==> config.mk <==
export PLATFORM = sky130hd
export DESIGN_NAME = inverter_poll_transaction
export DESIGN_NICKNAME = d
export VERILOG_FILES = /design/src/rtl/ipt_pkg.sv /design/src/rtl/ipt_cfg.sv /design/src/rtl/ipt_core.sv /design/src/rtl/ipt_emit.sv /design/src/rtl/inverter_poll_transaction.sv
export SDC_FILE = /design/constraint.sdc
export NUM_CORES = 1
export LEC_CHECK = 0
export ABC_AREA = 1
export BUFFER_PORTS_ARGS = -buffer_cell sky130_fd_sc_hd__buf_2
export CAP_MARGIN = 30
export CELL_PAD_IN_SITES_DETAIL_PLACEMENT = 0
export CELL_PAD_IN_SITES_GLOBAL_PLACEMENT = 1
export CORE_MARGIN = 2
export CORE_UTILIZATION = 45
export DETAILED_ROUTE_END_ITERATION = 8
export PLACE_DENSITY = 0.79
export SETUP_SLACK_MARGIN = 0.05
export SYNTH_ARGS = -nofsm -noshare
export SYNTH_HDL_FRONTEND = slang
export SYNTH_SLANG_ARGS = --single-unit
==> constraint.sdc <==
create_clock -name i_clk -period 11 [get_ports i_clk]
set_input_delay 1.1 -clock i_clk [delete_from_list [all_inputs] [get_ports i_clk]]
set_output_delay 1.1 -clock i_clk [all_outputs]
set_load 0.005 [all_outputs]
==> src/rtl/ipt_pkg.sv <==
// Package for the inverter poll transaction block.
// Holds frame byte codes, field codes, the shared config and job structs and the CRC step.
// No dependencies.
`default_nettype none

package ipt_pkg;

    // Default buffer depth for reply collection
    localparam int BUF_BYTES_DEF = 128;

    // Input function codes (stream tuser)
    localparam logic [1:0] FUNC_START = 2'd0;
    localparam logic [1:0] FUNC_RX    = 2'd1;
    localparam logic [1:0] FUNC_TICK  = 2'd2;

    // Result kinds
    localparam logic KIND_TX   = 1'b0;
    localparam logic KIND_DONE = 1'b1;

    // Transaction status codes
    localparam logic [1:0] ST_OK      = 2'd0;
    localparam logic [1:0] ST_NOREPLY = 2'd1;
    localparam logic [1:0] ST_REFUSED = 2'd2;
    localparam logic [1:0] ST_OTHER   = 2'd3;

    // Frame bytes
    localparam logic [7:0] BYTE_STX     = 8'h02;
    localparam logic [7:0] BYTE_ETX     = 8'h03;
    localparam logic [7:0] BYTE_REQ     = 8'h05;
    localparam logic [7:0] BYTE_ACK     = 8'h06;
    localparam logic [7:0] ADDR_REFUSED = 8'hFF;
    localparam logic [7:0] SUB_LIMIT    = 8'h80;

    // CRC-16/ARC, reflected polynomial
    localparam logic [15:0] CRC_POLY = 16'hA001;

    // Config register indexes (paddr[3:2])
    localparam logic [1:0] REG_ADDR    = 2'd0;
    localparam logic [1:0] REG_SILENCE = 2'd1;
    localparam logic [1:0] REG_WINDOW  = 2'd2;

    // Config register reset values
    localparam logic [7:0] RST_ADDR    = 8'd1;
    localparam logic [7:0] RST_SILENCE = 8'd50;
    localparam logic [9:0] RST_WINDOW  = 10'd300;

    typedef struct packed {
        logic [7:0] station_address;
        logic [7:0] silence_limit_ms;
        logic [9:0] window_limit_ms;
    } t_cfg;

    // Work handed from the collection core to the result sequencer
    typedef struct packed {
        logic        start;   // emit the nine request bytes
        logic        done;    // emit one finished result
        logic [1:0]  status;
        logic [15:0] value;
        logic [7:0]  cmd;
        logic [7:0]  sub;
    } t_job;

    // One byte through the CRC, LSB first
    function automatic logic [15:0] crc_feed(input logic [15:0] c, input logic [7:0] b);
        logic [15:0] r;
        r = c ^ {8'h00, b};
        for (int k = 0; k < 8; k++) begin
            r = r[0] ? ((r >> 1) ^ CRC_POLY) : (r >> 1);
        end
        return r;
    endfunction

endpackage

`default_nettype wire

==> src/rtl/ipt_cfg.sv <==
// APB-style configuration registers of the inverter poll transaction block.
// Depends on ipt_pkg.
`default_nettype none

module ipt_cfg import ipt_pkg::*; (
    input  wire logic        i_clk,
    input  wire logic        i_rst_n,
    input  wire logic        i_psel,
    input  wire logic        i_penable,
    input  wire logic        i_pwrite,
    input  wire logic [3:0]  i_paddr,
    input  wire logic [31:0] i_pwdata,
    output      logic [31:0] o_prdata,
    output      t_cfg        o_cfg
);

    t_cfg r_cfg;
    logic wr;

    assign wr = i_psel & i_penable & i_pwrite;

    // Register writes
    always_ff @(posedge i_clk) begin
        if (!i_rst_n) begin
            r_cfg.station_address  <= RST_ADDR;
            r_cfg.silence_limit_ms <= RST_SILENCE;
            r_cfg.window_limit_ms  <= RST_WINDOW;
        end else if (wr) begin
            unique case (i_paddr[3:2])
                REG_ADDR:    r_cfg.station_address  <= i_pwdata[7:0];
                REG_SILENCE: r_cfg.silence_limit_ms <= i_pwdata[7:0];
                REG_WINDOW:  r_cfg.window_limit_ms  <= i_pwdata[9:0];
                default: ;
            endcase
        end
    end

    // Read mux
    always_comb begin
        unique case (i_paddr[3:2])
            REG_ADDR:    o_prdata = {24'd0, r_cfg.station_address};
            REG_SILENCE: o_prdata = {24'd0, r_cfg.silence_limit_ms};
            REG_WINDOW:  o_prdata = {22'd0, r_cfg.window_limit_ms};
            default:     o_prdata = 32'd0;
        endcase
    end

    assign o_cfg = r_cfg;

endmodule

`default_nettype wire

==> src/rtl/ipt_core.sv <==
// Reply collection core: transaction state, receive CRC, end detection and reply checks.
// Depends on ipt_pkg.
`default_nettype none

module ipt_core import ipt_pkg::*; #(
    parameter int BUFFER_BYTES = BUF_BYTES_DEF
) (
    input  wire logic       i_clk,
    input  wire logic       i_rst_n,
    input  wire logic       i_take,
    input  wire logic [1:0] i_func,
    input  wire logic [7:0] i_cmd,
    input  wire logic [7:0] i_sub,
    input  wire logic [7:0] i_rx,
    input  wire t_cfg       i_cfg,
    output      t_job       o_job
);

    localparam logic [7:0] BufLim = 8'(BUFFER_BYTES);

    logic        r_collecting, n_collecting;
    logic [7:0]  r_pend_cmd, n_pend_cmd;
    logic [7:0]  r_pend_sub, n_pend_sub;
    logic [7:0]  r_cnt, n_cnt;
    logic [7:0]  r_cap [5];
    logic [7:0]  n_cap [5];
    logic [7:0]  r_lag [3];
    logic [7:0]  n_lag [3];
    logic [15:0] r_crc, n_crc;
    logic [9:0]  r_elapsed, n_elapsed;
    logic [7:0]  r_silence, n_silence;
    t_job        job;

    // Reply checks on the updated capture
    function automatic t_job finish_job(input logic [7:0] cnt, input logic [7:0] ack,
                                        input logic [7:0] ecmd, input logic [7:0] esub,
                                        input logic [7:0] hi, input logic [7:0] lo,
                                        input logic [7:0] pcmd, input logic [7:0] psub);
        t_job j;
        j = '0;
        j.done = 1'b1;
        if (cnt < 8'd10 || ack != BYTE_ACK) begin
            j.status = ST_NOREPLY;
        end else if (ecmd != pcmd || esub != psub) begin
            j.status = ST_OTHER;
        end else if (cnt < 8'd11) begin
            j.status = ST_NOREPLY;     // payload shorter than one word
        end else begin
            j.status = ST_OK;
            j.value  = {hi, lo};
        end
        return j;
    endfunction

    // Next state and job for the item in the input register
    always_comb begin
        n_collecting = r_collecting;
        n_pend_cmd   = r_pend_cmd;
        n_pend_sub   = r_pend_sub;
        n_cnt        = r_cnt;
        n_cap        = r_cap;
        n_lag        = r_lag;
        n_crc        = r_crc;
        n_elapsed    = r_elapsed;
        n_silence    = r_silence;
        job          = '0;
        case (i_func)
            FUNC_START: begin
                n_collecting = 1'b0;
                if (i_sub >= SUB_LIMIT || i_cfg.station_address == ADDR_REFUSED) begin
                    job.done   = 1'b1;
                    job.status = ST_REFUSED;
                end else begin
                    job.start    = 1'b1;
                    job.cmd      = i_cmd;
                    job.sub      = i_sub;
                    n_collecting = 1'b1;
                    n_pend_cmd   = i_cmd;
                    n_pend_sub   = i_sub;
                    n_cnt        = 8'd0;
                    n_cap        = '{default: 8'd0};
                    n_lag        = '{default: 8'd0};
                    n_crc        = 16'd0;
                    n_elapsed    = 10'd0;
                    n_silence    = 8'd0;
                end
            end
            FUNC_RX: begin
                if (r_collecting) begin
                    // capture ACK, echoed cmd/sub and first payload word
                    case (r_cnt)
                        8'd1: n_cap[0] = i_rx;
                        8'd4: n_cap[1] = i_rx;
                        8'd5: n_cap[2] = i_rx;
                        8'd6: n_cap[3] = i_rx;
                        8'd7: n_cap[4] = i_rx;
                        default: ;
                    endcase
                    // CRC trails the newest byte by three
                    if (r_cnt >= 8'd4) begin
                        n_crc = crc_feed(r_crc, r_lag[0]);
                    end
                    n_lag[0]  = r_lag[1];
                    n_lag[1]  = r_lag[2];
                    n_lag[2]  = i_rx;
                    n_cnt     = r_cnt + 8'd1;
                    n_silence = 8'd0;
                    if ((n_cnt >= 8'd10 && i_rx == BYTE_ETX && n_crc == {r_lag[2], r_lag[1]})
                        || n_cnt >= BufLim) begin
                        job = finish_job(n_cnt, n_cap[0], n_cap[1], n_cap[2], n_cap[3],
                                         n_cap[4], r_pend_cmd, r_pend_sub);
                        n_collecting = 1'b0;
                    end
                end
            end
            FUNC_TICK: begin
                if (r_collecting) begin
                    n_elapsed = (r_elapsed != 10'h3FF) ? r_elapsed + 10'd1 : r_elapsed;
                    n_silence = (r_silence != 8'hFF) ? r_silence + 8'd1 : r_silence;
                    if (n_elapsed >= i_cfg.window_limit_ms ||
                        n_silence > i_cfg.silence_limit_ms) begin
                        job = finish_job(r_cnt, r_cap[0], r_cap[1], r_cap[2], r_cap[3],
                                         r_cap[4], r_pend_cmd, r_pend_sub);
                        n_collecting = 1'b0;
                    end
                end
            end
            default: ;
        endcase
    end

    // State update when the item is taken
    always_ff @(posedge i_clk) begin
        if (!i_rst_n) begin
            r_collecting <= 1'b0;
            r_pend_cmd   <= 8'd0;
            r_pend_sub   <= 8'd0;
            r_cnt        <= 8'd0;
            r_cap        <= '{default: 8'd0};
            r_lag        <= '{default: 8'd0};
            r_crc        <= 16'd0;
            r_elapsed    <= 10'd0;
            r_silence    <= 8'd0;
        end else if (i_take) begin
            r_collecting <= n_collecting;
            r_pend_cmd   <= n_pend_cmd;
            r_pend_sub   <= n_pend_sub;
            r_cnt        <= n_cnt;
            r_cap        <= n_cap;
            r_lag        <= n_lag;
            r_crc        <= n_crc;
            r_elapsed    <= n_elapsed;
            r_silence    <= n_silence;
        end
    end

    assign o_job = job;

endmodule

`default_nettype wire

==> src/rtl/ipt_emit.sv <==
// Result sequencer and output register: sends the request frame byte by byte,
// computing its CRC one byte per transfer, or a single finished result.
// Depends on ipt_pkg.
`default_nettype none

module ipt_emit import ipt_pkg::*; (
    input  wire logic        i_clk,
    input  wire logic        i_rst_n,
    input  wire logic        i_load,
    input  wire t_job        i_job,
    input  wire logic [7:0]  i_station,
    input  wire logic        i_tready,
    output      logic        o_free,
    output      logic        o_tvalid,
    output      logic        o_kind,
    output      logic [7:0]  o_tx,
    output      logic [1:0]  o_status,
    output      logic [15:0] o_value,
    output      logic        o_last
);

    logic        r_ovalid;
    logic        r_frame;
    logic [3:0]  r_seq;
    logic [15:0] r_txcrc;
    logic [7:0]  r_cmd;
    logic [7:0]  r_sub;
    logic        r_kind;
    logic [7:0]  r_tx;
    logic [1:0]  r_status;
    logic [15:0] r_value;
    logic        r_last;
    logic        fire;
    logic        adv;
    logic [7:0]  sel;

    assign fire   = r_ovalid & i_tready;
    assign adv    = ~r_ovalid | i_tready;
    assign o_free = ~r_frame & adv;

    // Request byte at the current frame position
    always_comb begin
        case (r_seq)
            4'd1:    sel = BYTE_REQ;
            4'd2:    sel = i_station;
            4'd3:    sel = BYTE_STX;
            4'd4:    sel = r_cmd;
            4'd5:    sel = r_sub;
            4'd6:    sel = r_txcrc[7:0];
            4'd7:    sel = r_txcrc[15:8];
            4'd8:    sel = BYTE_ETX;
            default: sel = BYTE_STX;
        endcase
    end

    // Control
    always_ff @(posedge i_clk) begin
        if (!i_rst_n) begin
            r_ovalid <= 1'b0;
            r_frame  <= 1'b0;
            r_seq    <= 4'd0;
        end else if (i_load) begin
            r_ovalid <= 1'b1;
            r_frame  <= i_job.start;
            r_seq    <= 4'd1;
        end else if (adv && r_frame) begin
            r_ovalid <= 1'b1;
            r_seq    <= r_seq + 4'd1;
            if (r_seq == 4'd8) begin
                r_frame <= 1'b0;
            end
        end else if (fire) begin
            r_ovalid <= 1'b0;
        end
    end

    // Output register and frame CRC
    always_ff @(posedge i_clk) begin
        if (i_load) begin
            r_cmd    <= i_job.cmd;
            r_sub    <= i_job.sub;
            r_txcrc  <= 16'd0;
            r_kind   <= i_job.start ? KIND_TX : KIND_DONE;
            r_tx     <= i_job.start ? BYTE_STX : 8'd0;
            r_status <= i_job.start ? ST_OK : i_job.status;
            r_value  <= i_job.start ? 16'd0 : i_job.value;
            r_last   <= ~i_job.start;
        end else if (adv && r_frame) begin
            if (r_seq >= 4'd1 && r_seq <= 4'd5) begin
                r_txcrc <= crc_feed(r_txcrc, sel);
            end
            r_kind   <= KIND_TX;
            r_tx     <= sel;
            r_status <= ST_OK;
            r_value  <= 16'd0;
            r_last   <= (r_seq == 4'd8);
        end
    end

    assign o_tvalid = r_ovalid;
    assign o_kind   = r_kind;
    assign o_tx     = r_tx;
    assign o_status = r_status;
    assign o_value  = r_value;
    assign o_last   = r_last;

endmodule

`default_nettype wire

==> src/rtl/inverter_poll_transaction.sv <==
// Top level of the inverter poll transaction block: input register, config port,
// collection core and result sequencer. Depends on ipt_pkg, ipt_cfg, ipt_core, ipt_emit.
//
// A start transfer produces the nine-byte CRC-16/ARC request on nine output transfers,
// one per cycle while the sink is ready, then the block collects reply bytes and ticks;
// the transaction ends with one finished transfer carrying status and the big-endian
// payload word. A start with subcommand 0x80 or above or station address 0xFF yields one
// refused result instead. Results pass the input register, then the output register.
// Received bytes and ticks are accepted back to back; an item that yields results waits
// only while the output sequencer still holds earlier results, so a start holds the output
// until its nine request bytes are sent. Bytes and ticks with no open transaction are dropped.
`default_nettype none

module inverter_poll_transaction import ipt_pkg::*; #(
    parameter int BUFFER_BYTES = BUF_BYTES_DEF
) (
    input  wire logic        i_clk,
    input  wire logic        i_rst_n,
    // input stream
    input  wire logic        i_s_axis_tvalid,
    output      logic        o_s_axis_tready,
    input  wire logic [23:0] i_s_axis_tdata,   // command[7:0], subcommand[15:8], rx_byte[23:16]
    input  wire logic [1:0]  i_s_axis_tuser,   // func[1:0]
    // result stream
    output      logic        o_m_axis_tvalid,
    input  wire logic        i_m_axis_tready,
    output      logic [31:0] o_m_axis_tdata,   // tx_byte[7:0], status[9:8], reply_value[25:10]
    output      logic        o_m_axis_tuser,   // kind
    output      logic        o_m_axis_tlast,
    // config port
    input  wire logic        i_psel,
    input  wire logic        i_penable,
    input  wire logic        i_pwrite,
    input  wire logic [3:0]  i_paddr,
    input  wire logic [31:0] i_pwdata,
    output      logic [31:0] o_prdata,
    output      logic        o_pready
);

    logic        r_in_valid;
    logic [23:0] r_in_data;
    logic [1:0]  r_in_func;
    logic        take;
    logic        emit_free;
    t_cfg        cfg;
    t_job        job;
    logic        kind;
    logic [7:0]  tx;
    logic [1:0]  status;
    logic [15:0] value;

    // Item leaves the input register once the sequencer can take its results
    assign take            = r_in_valid & (~(job.start | job.done) | emit_free);
    assign o_s_axis_tready = ~r_in_valid | take;

    // Input register
    always_ff @(posedge i_clk) begin
        if (!i_rst_n) begin
            r_in_valid <= 1'b0;
        end else if (o_s_axis_tready) begin
            r_in_valid <= i_s_axis_tvalid;
        end
    end

    always_ff @(posedge i_clk) begin
        if (o_s_axis_tready && i_s_axis_tvalid) begin
            r_in_data <= i_s_axis_tdata;
            r_in_func <= i_s_axis_tuser;
        end
    end

    ipt_cfg u_cfg (
        .i_clk     (i_clk),
        .i_rst_n   (i_rst_n),
        .i_psel    (i_psel),
        .i_penable (i_penable),
        .i_pwrite  (i_pwrite),
        .i_paddr   (i_paddr),
        .i_pwdata  (i_pwdata),
        .o_prdata  (o_prdata),
        .o_cfg     (cfg)
    );

    ipt_core #(
        .BUFFER_BYTES (BUFFER_BYTES)
    ) u_core (
        .i_clk   (i_clk),
        .i_rst_n (i_rst_n),
        .i_take  (take),
        .i_func  (r_in_func),
        .i_cmd   (r_in_data[7:0]),
        .i_sub   (r_in_data[15:8]),
        .i_rx    (r_in_data[23:16]),
        .i_cfg   (cfg),
        .o_job   (job)
    );

    ipt_emit u_emit (
        .i_clk     (i_clk),
        .i_rst_n   (i_rst_n),
        .i_load    (take & (job.start | job.done)),
        .i_job     (job),
        .i_station (cfg.station_address),
        .i_tready  (i_m_axis_tready),
        .o_free    (emit_free),
        .o_tvalid  (o_m_axis_tvalid),
        .o_kind    (kind),
        .o_tx      (tx),
        .o_status  (status),
        .o_value   (value),
        .o_last    (o_m_axis_tlast)
    );

    assign o_m_axis_tdata = {6'd0, value, status, tx};
    assign o_m_axis_tuser = kind;
    assign o_pready       = 1'b1;

endmodule

`default_nettype wire
Word-level counts from Yosys, hierarchy flattened
Cells that the tools add are included.

operators by class
  $add $sub $neg = 4
  $lt $le $gt $ge = 12
  equal/unequal tests = 30
  mux-type cells = 101
  bitwise logic cells = 35
  reductions and logical operators = 31

operators by type and width
  operator                                                                       count
  16-bit two-way mux                                                             31
  8-bit two-way mux                                                              18
  40-bit two-way mux                                                             2
  40-bit one-hot mux with 2 select lines                                         1
  36-bit two-way mux                                                             2
  35-bit two-way mux                                                             2
  16-bit one-hot mux with 2 select lines                                         2
  8-bit one-hot mux with 7 select lines                                          1
  24-bit two-way mux                                                             2
  2-bit NOT with 3-bit output                                                    16
  16-bit one-hot mux with 3 select lines                                         1
  24-bit one-hot mux with 2 select lines                                         1
  8-bit by 3-bit == test with 1-bit output (second input constant)               4
  8-bit by 4-bit less-than comparator with 1-bit output (second input constant)  4
  8-bit inequality test                                                          4
  16-bit by 8-bit XOR with 16-bit output                                         2
  10-bit two-way mux                                                             3
  10-bit one-hot mux with 3 select lines                                         1
  8-bit one-hot mux with 3 select lines                                          1
  1-bit two-way mux                                                              20
  10-bit one-hot mux with 2 select lines                                         1
  8-bit by 1-bit adder with 8-bit output (second input constant)                 2
  16-bit == test                                                                 1
  4-bit by 3-bit == test with 1-bit output (second input constant)               4
  40 further kinds                                                               87

word-level totals
  bits in registers = 242
  input bits = 69
  output and inout bits = 69
  word-level logic and storage cells = 246

Logic depth before layout (Yosys ltp)
  depth in word-level cells = 33
  mapped depth = 28
  mapped depth without buffers = 28

Hierarchy
A second synthesis with hierarchy kept.

unflattened totals
  cell total of the unflattened synthesis = 1941
  area total of the unflattened synthesis = 13975.9 um^2

by module, submodules not included
  module                     instances  cells each  area an instance (um^2)
  ipt_core                   1          1281        8122.8
  ipt_emit                   1          397         3509.6
  ipt_cfg                    1          215         1410.1
  inverter_poll_transaction  1          48          933.4

Worst setup path before layout
Ideal clock, no wire load.

  path type = reg2reg
  start = register u_core.r_elapsed[0]
  end = register u_emit.r_kind (netlist: u_emit.o_kind), enable pin
  library setup time = 385 ps
  data arrival time = 4213 ps
  setup slack = 6402 ps
  cell stages (with the launch flop) = 23
  period minus slack after synthesis = 4598 ps
  path through = dfxtp_1 > ha_1 > nand3_1 > nor2_1 > nand2_1 > nor2_1 > inv_1 > nor3_1 > inv_1 > nand4_1 > nor2_1 > xor2_1 > ha_1 > nand2_1 > nor4_1 > a31oi_1 > a21oi_1 > nand2_1 > nand3_2 > nand4_2 > buf_2 > buf_2 > nand2_1

on the way
  cells in the longest elaborated chain, start to end = 13
  elaborated cells on any way between the ends = 14

ends and longest elaborated chain
  item                                                                                       RTL line                                                           RTL
  from (decl)                                                                                ipt_core.sv:30                                                     logic [9:0] r_elapsed, n_elapsed;
  from (signal assigned)                                                                     ipt_core.sv:152                                                    r_elapsed <= n_elapsed;
  10-bit by 1-bit adder with 10-bit output / 10-bit inequality test (equally long branches)  ipt_core.sv:118                                                    n_elapsed = (r_elapsed != 10'h3FF) ? r_elapsed + 10'd1 : r_elapsed;
  10-bit two-way mux (*)                                                                     ipt_core.sv:118
  10-bit greater-or-equal comparator (*)                                                     ipt_core.sv:120                                                    if (n_elapsed >= i_cfg.window_limit_ms ||
  1-bit logical OR (*)                                                                       ipt_core.sv:120
  35-bit two-way mux (*)                                                                     ipt_core.sv:120
  36-bit two-way mux (*)                                                                     ipt_core.sv:117                                                    if (r_collecting) begin
  4-bit one-hot mux with 3 select lines (*)                                                  ipt_core.sv:67                                                     case (i_func)
  1-bit bitwise OR (*)                                                                       inverter_poll_transaction.sv:53, inverter_poll_transaction.sv:101
  1-bit NOT                                                                                  inverter_poll_transaction.sv:53                                    assign take = r_in_valid & (~(job.start | job.done) | emit_free);
  1-bit bitwise OR                                                                           inverter_poll_transaction.sv:53
  1-bit AND                                                                                  inverter_poll_transaction.sv:53
  1-bit AND (*)                                                                              inverter_poll_transaction.sv:101                                   .i_load (take & (job.start | job.done)),
  2-bit nonzero test (no line) (*)                                                           -
  to (signal assigned)                                                                       ipt_emit.sv:83                                                     r_kind <= i_job.start ? KIND_TX : KIND_DONE;
  to (decl)                                                                                  ipt_emit.sv:28                                                     logic r_kind;

Mark *: on every way between the ends. The rest lies on a longest branch, timed or not.
A chain may end at the register's enable or synchronous reset.

Final worst setup path
  start = register u_core.r_elapsed[0]
  end = register u_emit.r_tx[1] (netlist: u_emit.o_tx[1]), data pin

on the way
  cells in the longest elaborated chain, start to end = 13
  elaborated cells on any way between the ends = 14

ends and longest elaborated chain
  item                                                                                       RTL line                                                           RTL
  10-bit by 1-bit adder with 10-bit output / 10-bit inequality test (equally long branches)  ipt_core.sv:118
  10-bit two-way mux (*)                                                                     ipt_core.sv:118
  10-bit greater-or-equal comparator (*)                                                     ipt_core.sv:120
  1-bit logical OR (*)                                                                       ipt_core.sv:120
  35-bit two-way mux (*)                                                                     ipt_core.sv:120
  36-bit two-way mux (*)                                                                     ipt_core.sv:117
  4-bit one-hot mux with 3 select lines (*)                                                  ipt_core.sv:67
  1-bit bitwise OR (*)                                                                       inverter_poll_transaction.sv:53, inverter_poll_transaction.sv:101
  1-bit NOT                                                                                  inverter_poll_transaction.sv:53
  1-bit bitwise OR                                                                           inverter_poll_transaction.sv:53
  1-bit AND                                                                                  inverter_poll_transaction.sv:53
  1-bit AND (*)                                                                              inverter_poll_transaction.sv:101
  named net u_emit.i_load                                                                    ipt_emit.sv:9                                                      input wire logic i_load,
  8-bit two-way mux (*)                                                                      ipt_emit.sv:79                                                     if (i_load) begin
  to (signal assigned)                                                                       ipt_emit.sv:84                                                     r_tx <= i_job.start ? BYTE_STX : 8'd0;
  to (signal assigned)                                                                       ipt_emit.sv:93                                                     r_tx <= sel;
  to (decl)                                                                                  ipt_emit.sv:29                                                     logic [7:0] r_tx;

The timed path passes the listed nets; every way through them passes the cells marked *.

==> summary.md <==
| Metric | Value |
|---|---|
| Via count | between 10,000 and 15,000 |
| Vias per Instance | roughly 5 |
| Leak | 6.44 nW |
| Cts hold-fix bufs | 0 |
| Placeable Area | 29,700 um^2 |
| Number of buffers created by CTS | 29 |
| Buffers added on ports | 84 |
| Die X | around 180 um |
| Worst Path Arrival | 6.13 ns |
| Worst Setup End Kind | flip-flop |
| Initial antenna violation count | 0 |
| Vias in the first global route | 11,100 |
| Post-CTS repair timing setup buffer count | 0 |
| RD Place Congestion | 0.854 |
| Die Span Y | 178 um |
| VDD IR max | around 0.11 mV |
| GRT Overall Usage | 22.3% |
| CTS root buf | clkbuf_16 |
| Rows | 63 |
| Final HPWL from detailed placement | 24.3 mm |
| Commonest cells after routing, fill and taps aside | nand2_1 (527), inv_1 (225), a21oi_1 (185) |
| Fin util | 50.8% |
| Worst path required time | 11.41 ns |
| DRC | 0 |
| Status | finished clean |
| Clock sink count | 242 |
| Max-cap viol count | 0 |
| Die area | 31,600 um^2 |
| Drt initial violations | 1,011 |
| Slew @ Worst Pin | 0.958 ns |
| Number of synthesized register bits | 242 |
| Main area contributors after synthesis | dfxtp_1 (25%), edfxtp_1 (15%), nand2_1 (15%) |
| Post-synthesis cell type count | 49 |
| Layout Nets | around 2,000 |
| Synth Cell Area | 13,600 um^2 |
| GR Overflow Total | 0 |
| Crit Path Max Fanout | 31 |
| Clock Latency Late Sink | 0.55 ns |
| Largest net degree at the start of global routing | 88 |
| Synth top area share | about 25% |
| WHS | ~0.47 ns |
| Crit path time final | 5.71 ns |
| Total Power | 2.08 mW |
| Non-filler instance count after layout | 2,347 |
| First-pass GRT wire length | 57.2 mm |
| Antenna Cells | 0 |
| Type of the worst min-delay path | flip-flop to flip-flop |
| Cell accounting for the most synthesized area | dfxtp_1 |
| Post-route setup TNS | 0 ns |
| H-tree depth | 1 |
| Num ports | 138 |
| Final Hold Viols | 0 |
| Dpl cells | 2,292 |
| Synth-to-layout area growth | 11.1% |
| Final Cycle Share | ~52% |
| Syn_area_per_cell | about 7.2 um^2 |
| Routed WL | 35.9 mm |
| Share of cells above drive strength 1 | 10.1% |
| FMAX | roughly 0.18 GHz |
| Mapped Cells | 1,881 |
| RSZ-0062 raised after global routing | no |
| DRT Pass-1 Iters | 5 |
| Most common cell after layout, fill and taps aside | nand2_1 |
| Reg clk slew, reported paths | 0.06 ns |
| Worst Skew | 0.0137 ns |
| CTS tree | done |
| Seq/Total Area, Yosys | roughly two fifths |
| Final count of negative-setup-slack endpoints | 0 |
| Initial Utilization | roughly 46% |
| Startpoint types | flip-flop |
| Normalized max-slew margin | 36.0% |
| YS warnings | 0 |
| Cell Pwr Density | 138 nW/um^2 |
| Post-CTS resize count | 0 |
| Routed Antenna Nets | 0 |
| Slew Limit Fails | 0 |
| WS Path Type | flip-flop to flip-flop |
| Clock Path Buffers | 3 |
| WL per Instance | 15.3 um |
[layer usage]
| metal | GRT usage [%] | vias to the layer above | share of wire (%) | routed length, um |
|---|---|---|---|---|
| met4 | 5.84 | 0 | 2.5 | 883 |
| met2 | 36.5 | 299 | 46 | 16500 |
| met1 | 31.4 | 5572 | 47 | 16900 |
| met3 | 2.34 | 51 | 4.5 | 1620 |
| li1 | - | 6146 | - | - |
| met5 | 0 | - | 0 | 0 |
[worst paths after layout]
| check | slack, ns | start | cells past startpoint | to |
|---|---|---|---|---|
| setup / recovery | 5.29 | u_core.r_elapsed[0] | 26 | u_emit.o_tx[1] |
| hold / removal | 0.47 | u_core.r_crc[11] | 2 | u_core.r_crc[11] |
| setup reg to reg | 5.29 | u_core.r_elapsed[0] | 26 | u_emit.o_tx[1] |
| hold reg to reg | 0.47 | u_core.r_crc[11] | 2 | u_core.r_crc[11] |
[synth_stat cells, drive strengths merged]
library cell	instances
clkinv	1
nor3	14
a41oi	1
nand2	544
o21a	2
conb	2
dfxtp	172
o21ai	83
ha	33
o22ai	2
a31oi	1
o211a	1
a21oi	195
a221oi	3
nor3b	1
clkbuf	42
o2111ai	2
nand3b	9
or4	2
edfxtp	70
nor4	12
a211oi	6
inv	234
xnor2	8
o221ai	8
xor2	57
buf	63
or2	5
o211ai	24
a22o	1
nand3	94
nand4	34
nor2	154
and2	1
[final cells by class]
cell class	instances	area (um^2)
inverters	235	885
well taps	390	488
multi-input cells	1327	6670
clock inverters	17	161
clock buffers	37	776
fillers	2969	14600
flip-flops and latches	242	5550
repair buffers	99	573
[state kept, by name (all words and copies together), names as in the netlist, 2 cells and up]
signal / cells
r_in_func: 2
u_emit.o_status: 2
u_core.r_cap: 40
r_in_data: 24
u_core.r_pend_sub: 8
u_emit.r_txcrc: 16
u_core.r_pend_cmd: 8
u_emit.o_tx: 8
u_core.r_elapsed: 10
u_core.r_cnt: 8
u_emit.r_seq: 4
u_core.r_crc: 16
u_emit.o_value: 16
u_emit.r_sub: 8
u_emit.r_cmd: 8
u_core.r_lag: 24
u_cfg.o_cfg: 26
u_core.r_silence: 8
[cells by family (layout without fill, tap and decap cells)]
| logic type | after synthesis | after routing | share of synthesized area, % |
|---|---|---|---|
| and+or+nand+nor | 870 | 870 | 27.6 |
| buffers and inverters | 340 | 388 | 10.9 |
| AOI/OAI and AO/OA | 329 | 329 | 13.5 |
| DFF | 242 | 242 | 40.8 |
| xor gates and xnor gates | 65 | 65 | 4.19 |
| adders and majority gates | 33 | 33 | 3.04 |
| other | 2 | 30 | 0.0552 |
[power by group]
part / internal (mW) / total [mW] / switching, mW
sequential: 0.939 / 0.956 / 0.0174
combinational: 0.0503 / 0.171 / 0.121
clock: 0.566 / 0.950 / 0.385
total: 1.55 / 2.08 / 0.523
[per-stage QoR]
stage | area, um^2 | worst slack, ns
2_1_floorplan | 13700 | 6.40
3_3_place_gp | 14100 | 5.29
3_5_place_dp | 14100 | 5.30
4_1_cts | 15100 | 5.25
5_1_grt | 15100 | 4.72
6_report | 15100 | 5.29
[critical path: stages (launching register included)]
cell and delay (ns):
dfxtp_1 0.41, ha_1 0.22, nand3_1 0.09, nor2_1 0.11
nand2_1 0.07, nor2_1 0.15, inv_1 0.08, nor3_1 0.25
inv_1 0.20, nand4_1 0.15, nor2_1 0.08, nand3_1 0.08
xor2_1 0.09, ha_1 0.30, nand2_1 0.08, nor2_1 0.13
o211ai_1 0.11, o2111ai_1 0.11, a31oi_1 0.11, a21oi_1 0.17
buf_4 0.30, nand2_1 0.16, nand3_2 0.20, nand4_2 0.67
inv_1 0.86, nand2_1 0.25, nand2_1 0.14
No activity file was read; power rests on OpenSTA's default activity.
